--- src/rtl/i2cm_pkg.sv ---
// Shared types and codes for the I2C master byte engine.
package i2cm_pkg;

  localparam int unsigned PhaseW = 5;

  localparam logic [PhaseW-1:0] P_IDLE    = 5'd0;
  localparam logic [PhaseW-1:0] P_ST_A    = 5'd1;
  localparam logic [PhaseW-1:0] P_ST_B    = 5'd2;
  localparam logic [PhaseW-1:0] P_ST_C    = 5'd3;
  localparam logic [PhaseW-1:0] P_ST_D    = 5'd4;
  localparam logic [PhaseW-1:0] P_SP_A    = 5'd5;
  localparam logic [PhaseW-1:0] P_SP_B    = 5'd6;
  localparam logic [PhaseW-1:0] P_SP_C    = 5'd7;
  localparam logic [PhaseW-1:0] P_SP_D    = 5'd8;
  localparam logic [PhaseW-1:0] P_WR_OPEN = 5'd9;
  localparam logic [PhaseW-1:0] P_WR_DATA = 5'd10;
  localparam logic [PhaseW-1:0] P_WR_HI   = 5'd11;
  localparam logic [PhaseW-1:0] P_WR_LO   = 5'd12;
  localparam logic [PhaseW-1:0] P_WA_REL  = 5'd13;
  localparam logic [PhaseW-1:0] P_WA_HI   = 5'd14;
  localparam logic [PhaseW-1:0] P_WA_WAIT = 5'd15;
  localparam logic [PhaseW-1:0] P_RD_REL  = 5'd16;
  localparam logic [PhaseW-1:0] P_RD_LO   = 5'd17;
  localparam logic [PhaseW-1:0] P_RD_HI   = 5'd18;
  localparam logic [PhaseW-1:0] P_RD_END  = 5'd19;
  localparam logic [PhaseW-1:0] P_AK_DRV  = 5'd20;
  localparam logic [PhaseW-1:0] P_AK_HI   = 5'd21;
  localparam logic [PhaseW-1:0] P_AK_LO   = 5'd22;
  localparam logic [PhaseW-1:0] P_AK_REL  = 5'd23;

  typedef enum logic [2:0] {
    OP_TICK  = 3'd0,
    OP_START = 3'd1,
    OP_STOP  = 3'd2,
    OP_WRITE = 3'd3,
    OP_READ  = 3'd4
  } op_e;

  localparam logic [15:0] AckTimeoutRst = 16'd500;
  localparam logic [3:0]  BitsPerByte   = 4'd8;

  typedef struct packed {
    logic [PhaseW-1:0] phase;
    logic [3:0]        bit_count;
    logic [7:0]        shift_reg;
    logic [15:0]       wait_count;
    logic              scl;
    logic              sda;
    logic              ack_choice;
    logic              fail_flag;
    logic [7:0]        rd_byte;
  } eng_state_t;

  typedef struct packed {
    logic       scl_level;
    logic       sda_level;
    logic       busy_res;
    logic       done_res;
    logic [7:0] read_data;
    logic       ack_failed;
  } eng_result_t;

  localparam eng_state_t EngStateRst = '{
    phase:      P_IDLE,
    bit_count:  4'd0,
    shift_reg:  8'd0,
    wait_count: 16'd0,
    scl:        1'b1,
    sda:        1'b1,
    ack_choice: 1'b0,
    fail_flag:  1'b0,
    rd_byte:    8'd0
  };

endpackage

--- src/rtl/i2cm_step.sv ---
// Next-state and result logic for one transfer of the byte engine.
module i2cm_step (
  input  i2cm_pkg::eng_state_t  state_i,
  input  logic [2:0]            operation_i,
  input  logic [7:0]            write_data_i,
  input  logic                  send_ack_i,
  input  logic                  sda_sample_i,
  input  logic [15:0]           ack_timeout_i,
  output i2cm_pkg::eng_state_t  state_o,
  output i2cm_pkg::eng_result_t result_o
);
  import i2cm_pkg::*;

  eng_state_t  nxt;
  logic        done;
  logic [3:0]  bit_inc;
  logic [16:0] wait_inc;

  assign bit_inc  = state_i.bit_count + 4'd1;
  assign wait_inc = {1'b0, state_i.wait_count} + 17'd1;

  always_comb begin
    nxt  = state_i;
    done = 1'b0;
    if (operation_i == OP_TICK) begin
      unique case (state_i.phase)
        P_IDLE: ;
        P_ST_A: begin nxt.sda = 1'b1; nxt.phase = P_ST_B; end
        P_ST_B: begin nxt.scl = 1'b1; nxt.phase = P_ST_C; end
        P_ST_C: begin nxt.sda = 1'b0; nxt.phase = P_ST_D; end
        P_ST_D: begin nxt.scl = 1'b0; nxt.phase = P_IDLE; done = 1'b1; end
        P_SP_A: begin nxt.scl = 1'b0; nxt.phase = P_SP_B; end
        P_SP_B: begin nxt.sda = 1'b0; nxt.phase = P_SP_C; end
        P_SP_C: begin nxt.scl = 1'b1; nxt.phase = P_SP_D; end
        P_SP_D: begin nxt.sda = 1'b1; nxt.phase = P_IDLE; done = 1'b1; end
        P_WR_OPEN: begin nxt.scl = 1'b0; nxt.phase = P_WR_DATA; end
        P_WR_DATA: begin
          nxt.sda       = state_i.shift_reg[7];
          nxt.shift_reg = {state_i.shift_reg[6:0], 1'b0};
          nxt.phase     = P_WR_HI;
        end
        P_WR_HI: begin nxt.scl = 1'b1; nxt.phase = P_WR_LO; end
        P_WR_LO: begin
          nxt.scl       = 1'b0;
          nxt.bit_count = bit_inc;
          nxt.phase     = (bit_inc >= BitsPerByte) ? P_WA_REL : P_WR_DATA;
        end
        P_WA_REL: begin nxt.sda = 1'b1; nxt.phase = P_WA_HI; end
        P_WA_HI: begin
          nxt.scl        = 1'b1;
          nxt.wait_count = 16'd0;
          nxt.phase      = P_WA_WAIT;
        end
        P_WA_WAIT: begin
          if (!sda_sample_i) begin
            nxt.scl   = 1'b0;
            nxt.phase = P_IDLE;
            done      = 1'b1;
          end else if (wait_inc > {1'b0, ack_timeout_i}) begin
            // timed out: hold the pins, run a stop next
            nxt.fail_flag = 1'b1;
            nxt.phase     = P_SP_A;
          end else begin
            nxt.wait_count = wait_inc[15:0];
          end
        end
        P_RD_REL: begin nxt.sda = 1'b1; nxt.phase = P_RD_LO; end
        P_RD_LO:  begin nxt.scl = 1'b0; nxt.phase = P_RD_HI; end
        P_RD_HI: begin
          nxt.scl       = 1'b1;
          nxt.shift_reg = {state_i.shift_reg[6:0], sda_sample_i};
          nxt.bit_count = bit_inc;
          nxt.phase     = (bit_inc >= BitsPerByte) ? P_RD_END : P_RD_LO;
        end
        P_RD_END: begin nxt.scl = 1'b0; nxt.phase = P_AK_DRV; end
        P_AK_DRV: begin nxt.sda = ~state_i.ack_choice; nxt.phase = P_AK_HI; end
        P_AK_HI:  begin nxt.scl = 1'b1; nxt.phase = P_AK_LO; end
        P_AK_LO:  begin nxt.scl = 1'b0; nxt.phase = P_AK_REL; end
        P_AK_REL: begin
          nxt.sda     = 1'b1;
          nxt.rd_byte = state_i.shift_reg;
          nxt.phase   = P_IDLE;
          done        = 1'b1;
        end
        default: nxt.phase = P_IDLE;
      endcase
    end else if (state_i.phase == P_IDLE) begin
      unique case (operation_i)
        OP_START: nxt.phase = P_ST_A;
        OP_STOP:  nxt.phase = P_SP_A;
        OP_WRITE: begin
          nxt.shift_reg = write_data_i;
          nxt.bit_count = 4'd0;
          nxt.fail_flag = 1'b0;
          nxt.phase     = P_WR_OPEN;
        end
        OP_READ: begin
          nxt.shift_reg  = 8'd0;
          nxt.bit_count  = 4'd0;
          nxt.ack_choice = send_ack_i;
          nxt.phase      = P_RD_REL;
        end
        default: ;
      endcase
    end
  end

  assign state_o = nxt;

  always_comb begin
    result_o.scl_level  = nxt.scl;
    result_o.sda_level  = nxt.sda;
    result_o.busy_res   = (nxt.phase != P_IDLE);
    result_o.done_res   = done;
    result_o.read_data  = nxt.rd_byte;
    result_o.ack_failed = nxt.fail_flag;
  end

endmodule

--- src/rtl/i2cm_out_stage.sv ---
// Result register with valid/ready handshake toward the master side.
module i2cm_out_stage (
  input  logic                  clk_i,
  input  logic                  rst_ni,
  input  logic                  load_i,
  input  i2cm_pkg::eng_result_t result_i,
  output logic                  can_load_o,
  output logic                  m_axis_tvalid,
  input  logic                  m_axis_tready,
  output logic [15:0]           m_axis_tdata
);
  import i2cm_pkg::*;

  logic        valid_q;
  eng_result_t res_q;

  // accept a new result when empty or when the held one leaves this cycle
  assign can_load_o = !valid_q || m_axis_tready;

  always_ff @(posedge clk_i or negedge rst_ni) begin
    if (!rst_ni) begin
      valid_q <= 1'b0;
    end else if (load_i) begin
      valid_q <= 1'b1;
    end else if (m_axis_tready) begin
      valid_q <= 1'b0;
    end
  end

  always_ff @(posedge clk_i) begin
    if (load_i) begin
      res_q <= result_i;
    end
  end

  assign m_axis_tvalid = valid_q;
  assign m_axis_tdata  = {3'd0, res_q.ack_failed, res_q.read_data, res_q.done_res,
                          res_q.busy_res, res_q.sda_level, res_q.scl_level};

endmodule

--- src/rtl/i2c_master_byte_engine_top.sv ---
// I2C master byte engine: pin sequencer for start, stop, byte write and byte read.
// Each input transfer is either a command (start, stop, write, read; used only while
// idle) or a tick that may move SCL or SDA by one edge or sample SDA, and each input
// transfer yields exactly one result transfer with the pin levels, busy, done, the last
// read byte and the ack-failure flag. The sequencer state updates in the cycle the input
// transfer is taken and the result lands in an output register, so one transfer is taken
// every clock cycle; the input side stalls only while a result waits in that register.
// ack_timeout is the number of high SDA samples allowed while waiting for acknowledge.
module i2c_master_byte_engine_top (
  input  logic        clk_i,
  input  logic        rst_ni,
  input  logic        cfg_we_i,
  input  logic [15:0] cfg_wdata_i,     // ack_timeout
  input  logic        s_axis_tvalid,
  output logic        s_axis_tready,
  input  logic [15:0] s_axis_tdata,    // [7:0] write_data, [8] send_ack, [9] sda_sample
  input  logic [2:0]  s_axis_tuser,    // operation
  output logic        m_axis_tvalid,
  input  logic        m_axis_tready,
  output logic [15:0] m_axis_tdata     // [0] scl_level, [1] sda_level, [2] busy_res,
                                       // [3] done_res, [11:4] read_data, [12] ack_failed
);
  import i2cm_pkg::*;

  eng_state_t  state_q, state_d;
  eng_result_t result;
  logic [15:0] ack_timeout_q;
  logic        can_load;
  logic        take;

  assign s_axis_tready = can_load;
  assign take          = s_axis_tvalid && can_load;

  always_ff @(posedge clk_i or negedge rst_ni) begin
    if (!rst_ni) begin
      ack_timeout_q <= AckTimeoutRst;
    end else if (cfg_we_i) begin
      ack_timeout_q <= cfg_wdata_i;
    end
  end

  always_ff @(posedge clk_i or negedge rst_ni) begin
    if (!rst_ni) begin
      state_q <= EngStateRst;
    end else if (take) begin
      state_q <= state_d;
    end
  end

  i2cm_step u_step (
    .state_i       (state_q),
    .operation_i   (s_axis_tuser),
    .write_data_i  (s_axis_tdata[7:0]),
    .send_ack_i    (s_axis_tdata[8]),
    .sda_sample_i  (s_axis_tdata[9]),
    .ack_timeout_i (ack_timeout_q),
    .state_o       (state_d),
    .result_o      (result)
  );

  i2cm_out_stage u_out (
    .clk_i         (clk_i),
    .rst_ni        (rst_ni),
    .load_i        (take),
    .result_i      (result),
    .can_load_o    (can_load),
    .m_axis_tvalid (m_axis_tvalid),
    .m_axis_tready (m_axis_tready),
    .m_axis_tdata  (m_axis_tdata)
  );

endmodule
--- config.mk ---
export PLATFORM = sky130hd
export DESIGN_NAME = i2c_master_byte_engine_top
export DESIGN_NICKNAME = d
export VERILOG_FILES = /design/src/rtl/i2cm_pkg.sv /design/src/rtl/i2cm_step.sv /design/src/rtl/i2cm_out_stage.sv /design/src/rtl/i2c_master_byte_engine_top.sv
export SDC_FILE = /design/constraint.sdc
export NUM_CORES = 1
export LEC_CHECK = 0
export BUFFER_PORTS_ARGS = -buffer_cell sky130_fd_sc_hd__buf_2
export CORE_AREA = 2 2 78 110
export DETAILED_ROUTE_END_ITERATION = 8
export DIE_AREA = 0 0 80 112
export PLACE_DENSITY_LB_ADDON = 0.2
export SLEW_MARGIN = 20
export SYNTH_ARGS = -nofsm -noshare
export SYNTH_HDL_FRONTEND = slang
export SYNTH_SLANG_ARGS = --single-unit
--- constraint.sdc ---
create_clock -name clk_i -period 4.4 [get_ports clk_i]
set_input_delay 0.22 -clock clk_i [delete_from_list [all_inputs] [get_ports clk_i]]
set_output_delay 0.22 -clock clk_i [all_outputs]
set_load 0.02 [all_outputs]
Word level (Yosys, flattened, before mapping)

Index checks and enable logic that the tools add are counted.

Bits in registers: 75
Latch bits: 0
Bits in writable memories: 0
Memory bits (read-only): 0
Bits of input ports: 40
Word-level logic and storage cells: 104
Memories kept: 0

$add $sub $neg: 2
Multiply operators: 0
Div/mod/pow operators: 0
Order comparisons: 2
Eq/ne operators: 31
Shift-type cells: 0
Muxes and demuxes: 30
Bitwise gates (word level): 2
Reduce and logical (&&, ||, !) cells: 20

Operators by type and width:

| operator                | number |
|---|---|
| $pmux W5 S21            | 1 |
| $eq A5 B4 Y1 const B    | 8 |
| $eq A5 B5 Y1 const B    | 8 |
| $mux W17                | 2 |
| $mux W16                | 2 |
| $pmux W16 S2            | 1 |
| $pmux W12 S2            | 1 |
| $eq A5 B3 Y1 const B    | 4 |
| $pmux W5 S4             | 1 |
| $add A16 B1 Y17 const B | 1 |
| $gt A17 B16 Y1          | 1 |
| $mux W8                 | 2 |
| $pmux W8 S2             | 1 |
| $reduce_and A4 Y1       | 3 |
| $eq A5 B2 Y1 const B    | 2 |
| $mux W1                 | 10 |
| $mux W5                 | 2 |
| $reduce_or A7 Y1        | 1 |
| $eq A3 B2 Y1 const B    | 2 |
| $ne A2 B2 Y1 const B    | 3 |
| $reduce_bool A2 Y1      | 3 |
| $reduce_or A6 Y1        | 1 |
| $eq A5 B1 Y1 const B    | 1 |
| $logic_not A5 Y1        | 1 |
| 22 further kinds        | 25 |

Logic depth before layout (Yosys ltp)

Depth after elaboration: 7
Depth in mapped cells: 13

Modules after synthesis

A second synthesis with hierarchy kept.

Cell total of the unflattened synthesis: 507
Area total of the unflattened synthesis: 5138.7 um^2

By module, submodules not included:

| module                     | times used | cells an instance | area an instance (um^2) | sequential area each (um^2) |
|---|---|---|---|---|
| i2c_master_byte_engine_top | 1          | 130               | 2442.3                  | 1536.5 |
| i2cm_step                  | 1          | 357               | 2232.1                  | 0.0 |
| i2cm_out_stage             | 1          | 20                | 464.2                   | 415.4 |

Worst setup path after synthesis

OpenSTA, ideal clock, no wires.

Path kind: reg2reg
Start point: register state_q[12] in the netlist's numbering
End point: register state_q[14] in the netlist's numbering
Setup time: 124 ps
Arrival time: 3188 ps
Required time: 4276 ps
Slack: 1089 ps
Cell stages (with the launch flop): 14
Path buffers: 1
Period minus slack after synthesis: 3311 ps
Cells stage by stage: dfrtp_1 > ha_1 > and4_1 > nand4_1 > nor2_1 > xor2_1 > ha_1 > nand4_1 > nor4_1 > a21oi_1 > a211oi_1 > clkbuf_1 > a21oi_1 > a211o_1

Longest elaborated chain between the ends: 4
Elaborated cells on any way between the ends: 7
Classes of those cells: 1 x add/sub; 1 x order compare; 1 x eq/ne; 3 x mux; 1 x reduce/logical

Ends and longest elaborated chain:

| element                                                                   | RTL line                         | RTL |
|---|---|---|
| start: declaration                                                        | i2c_master_byte_engine_top.sv:25 | `eng_state_t state_q, state_d;` |
| start signal: assignment                                                  | i2c_master_byte_engine_top.sv:44 | `state_q <= EngStateRst;` |
| start signal: assignment                                                  | i2c_master_byte_engine_top.sv:46 | `state_q <= state_d;` |
| $add A16 B1 Y17 *                                                         | i2cm_step.sv:20                  | `assign wait_inc = {1'b0, state_i.wait_count} + 17'd1;` |
| $gt A17 B16 Y1 / $mux W16 (equally long branches)                         | i2cm_step.sv:59                  | `end else if (wait_inc > {1'b0, ack_timeout_i}) begin` |
| $ne A2 B2 Y1 (no source line) / $mux W16 (equally long branches)          | -                                |  |
| $reduce_and A5 Y1 (no source line) / $pmux W16 S2 (equally long branches) | -                                |  |

Mark *: on every way between the ends. The rest lies on a longest branch, timed or not. The select of a mux whose other input is x is not followed.
A chain may end at the register's enable or synchronous reset.

Worst setup path in the final report

Ends and elaborated chain as after synthesis.

==> metrics.txt <==
R2R Path End=state_q[14]$_DFFE_PN0P_; count of flip-flops with a built-in enable after synthesis=13; weighted congestion at the end of routability-driven global placement=0.9396; wire length of the first global-routing pass=roughly 17000 um; Tightest Hold Check Type=input port to asynchronous set/reset pin; most used flip-flop cell after synthesis=dfrtp_1; reg2reg path depth=13; data arrival time of the critical path=3.91 ns; cell area after placement=~4800 um^2; Max Buffers Root-to-Sink=2; kind of end point of the critical path=register; number of antenna violations at the first check in global routing=0; post-route fraction of the period consumed by the critical path=a little over four fifths; synthesis-stage register bit count=75; combined area of the multi-input logic cells=approximately 2300 um^2; Setup Crit Path Kind=register to register; # resized after CTS=0; I/O Buffers=48; number of buffers created by CTS=9; area taken by flip-flops and latches=around 2000 um^2; number of buffers added for setup after CTS=0; total overflow reported by the global router=0; Final Skew=roughly 0.0046 ns; source-to-sink clock delay at the later pin of the worst-skew pair=around 0.34 ns; vias in the first global route=3726; Finish-stage setup viols=0; most frequent cell after synthesis=nand2_1; final WL=about 10000 um; htree depth=3; final hold violation count=0; die boundary width=roughly 80 um; worst rel slew slack=between 30% and 40%; Detailed Routing Iterations Pass 1=5; share of final-layout standard cells stronger than drive strength 1=19.48%; highest clock rate=approximately 270 MHz; data required time of the critical path=between 4 and 5 ns; post-synth design cell area=roughly 4500 um^2; y dimension of the die=between 100 and 150 um; RR Startpoint=state_q[12]$_DFFE_PN0P_; gate count of the mapped netlist=498; sequential-to-total area share from yosys stat=between 40% and 50%; pre-CTS WS=0.7712 ns; initial core utilization=56.11%; synthesis-to-finish area growth=13.68%; setup slack of the most critical reg-to-reg path=0.71 ns; fraction of post-synthesis cell area in the top cell type by area=between 30% and 40%; detailed placement HPWL=between 7000 and 8000 um; unrepaired setup endpoints after global routing=no; nets@finish=around 590; Synth cell types=60; final worst slack=between 0.7 and 0.8 ns; Die Outline Area=8960 um^2; antenna fix cells=0; actual slew at the worst max-slew pin=between 0.9 and 1 ns; startpoint class of the critical path=register; Cell Rows=39; clock root cell=clkbuf_16; via count=~3800; Max Cap Viol=0; Tot GR Track Use=around 25%; biggest fanout along the worst timing path=21; average footprint of a synthesized cell=about 9 um^2; leading cell types by total area after synthesis=dfrtp_1 30%, edfxtp_1 8.7%, nand2_1 5.4%; library cell with the largest summed area after synthesis=dfrtp_1; count of nets left with antenna violations after detail routing=0; Max VDD drop=between 0.0002 and 0.0003 V; Iteration-0 DRC Markers=272; final routed wire length divided by cell count=~16 um; number of top-level design ports=between 50 and 60; warning count from the yosys run=0; Power per Cell Area=418.8 nW/um^2; Slew Limit Fails=0; Core ar.=~8000 um^2; leakage power summed over all cells=approximately 0.0023 uW; time the worst path needs with I/O delays and setup=around 3.7 ns; clock slew at the register clock pins of the worst setup and hold paths=approximately 0.060 ns; Via density=5.970; final design area excluding fillers=5105 um^2; accumulated negative setup slack=0 ns; clock tree sinks=75; ys async rst share=82.67%; hold bufs inserted after CTS=0; largest net degree at the start of global routing=63; DRC viols=0; commonest cells in the synthesized netlist=65 x nand2_1, 54 x dfrtp_1, 37 x nor2_1, 35 x a21oi_1, 34 x o21ai_0; result of the run=finished clean; CTS tree=built; number of fillers in the final layout=roughly 690
[registers in the layout (all words and copies together), names as in the netlist]
name and cells:
state_q 45, u_out.m_axis_tvalid 1, ack_timeout_q 16, u_out.m_axis_tdata 13
[worst max-delay path by stage]
stage                             from                       to  slack [ns]  cells after the start
2_1_floorplan  state_q[12]$_DFFE_PN0P_  state_q[14]$_DFFE_PN0P_        1.09                     13
3_3_place_gp   state_q[12]$_DFFE_PN0P_  state_q[14]$_DFFE_PN0P_        0.86                     13
3_5_place_dp   state_q[12]$_DFFE_PN0P_  state_q[14]$_DFFE_PN0P_        0.77                     13
4_1_cts        state_q[12]$_DFFE_PN0P_  state_q[14]$_DFFE_PN0P_        0.75                     13
5_1_grt        state_q[12]$_DFFE_PN0P_  state_q[14]$_DFFE_PN0P_        0.31                     13
6_report       state_q[12]$_DFFE_PN0P_  state_q[14]$_DFFE_PN0P_        0.71                     13
[cells by family after synthesis]
group           after synthesis  synth area share (%)
simple gates                188                 20.54
compound gates              131                 19.00
flops                        75                 43.47
buf+inv                      54                 5.043
fa+ha+maj                    18                 5.015
xor+xnor                     16                 3.121
mux                          15                 3.734
other cells                   1               0.08351
[cells in the final DEF, fill, tap and decap left out, drive strengths merged, types with 3 or more instances in the layout]
cell type  synthesis  final
a32o               9      9
a31oi              4      4
a211o              5      5
a211oi             5      5
nand4              5      5
or2                5      5
dfstp              8      8
and3              11     11
conb               1      3
a32oi              3      3
a21oi             36     36
nor3              18     18
o22ai              4      4
inv               22     24
nand2             65     65
xor2               6      6
and4               4      4
and2               3      3
nand2b             6      6
edfxtp            13     13
a22oi              9      9
or4                4      4
nor2b              5      5
dfrtp             54     54
ha                18     18
nand3             14     14
o31ai              3      3
nor4               6      6
xnor2             10     10
mux2              14     14
buf               10     55
o21ai             34     34
nor2              38     38
clkbuf            22      9
[report_power, final]
| part | total, uW | leakage [uW] | switching [uW] | internal (uW) |
|---|---|---|---|---|
| Sequential | 877 | 0.000903 | 92.8 | 784 |
| Combinational | 452 | 0.00126 | 265 | 187 |
| Clock | 809 | 0.000156 | 308 | 501 |
[cell type report]
type	instances	area share, %
Multi-Input combinational cell	371	45.54
Sequential cell	75	38.24
Timing Repair Buffer	55	5.735
Clock buffer	9	4.412
Tap cell	102	2.500
Clock inverter	7	1.961
Inverter	22	1.618
[worst max-delay path: stages, from the launching register on]
cell and delay, ns:
dfrtp_1 0.44, ha_1 0.28, and4_1 0.36, nand4_1 0.28, nor2_1 0.20, xor2_1 0.11
ha_1 0.32, nand4_1 0.12, nor4_1 0.44, a21oi_1 0.15, a211oi_2 0.23, buf_4 0.27
a21oi_1 0.10, a211o_1 0.26
[metal layers]
layer,wire [um],track usage [%]
met5,0,0
met4,302,12.66
met3,386,3.160
met2,5599,44.44
met1,4185,27.93
[metrics by stage]
step / hold WS [ns] / utilization, % / std cells / power, uW
global route: 0.08704 / 63.79 / 641 / 2246
finish: 0.04758 / 63.79 / 641 / 2138
floorplan: -0.07559 / - / 500 / 1204
detailed placement: 0.4349 / 59.72 / 625 / 1336
global placement: 0.4296 / 59.72 / 625 / 1322
CTS: 0.07882 / 63.79 / 641 / 2151
Note: power is estimated with default switching activity, not from simulation.
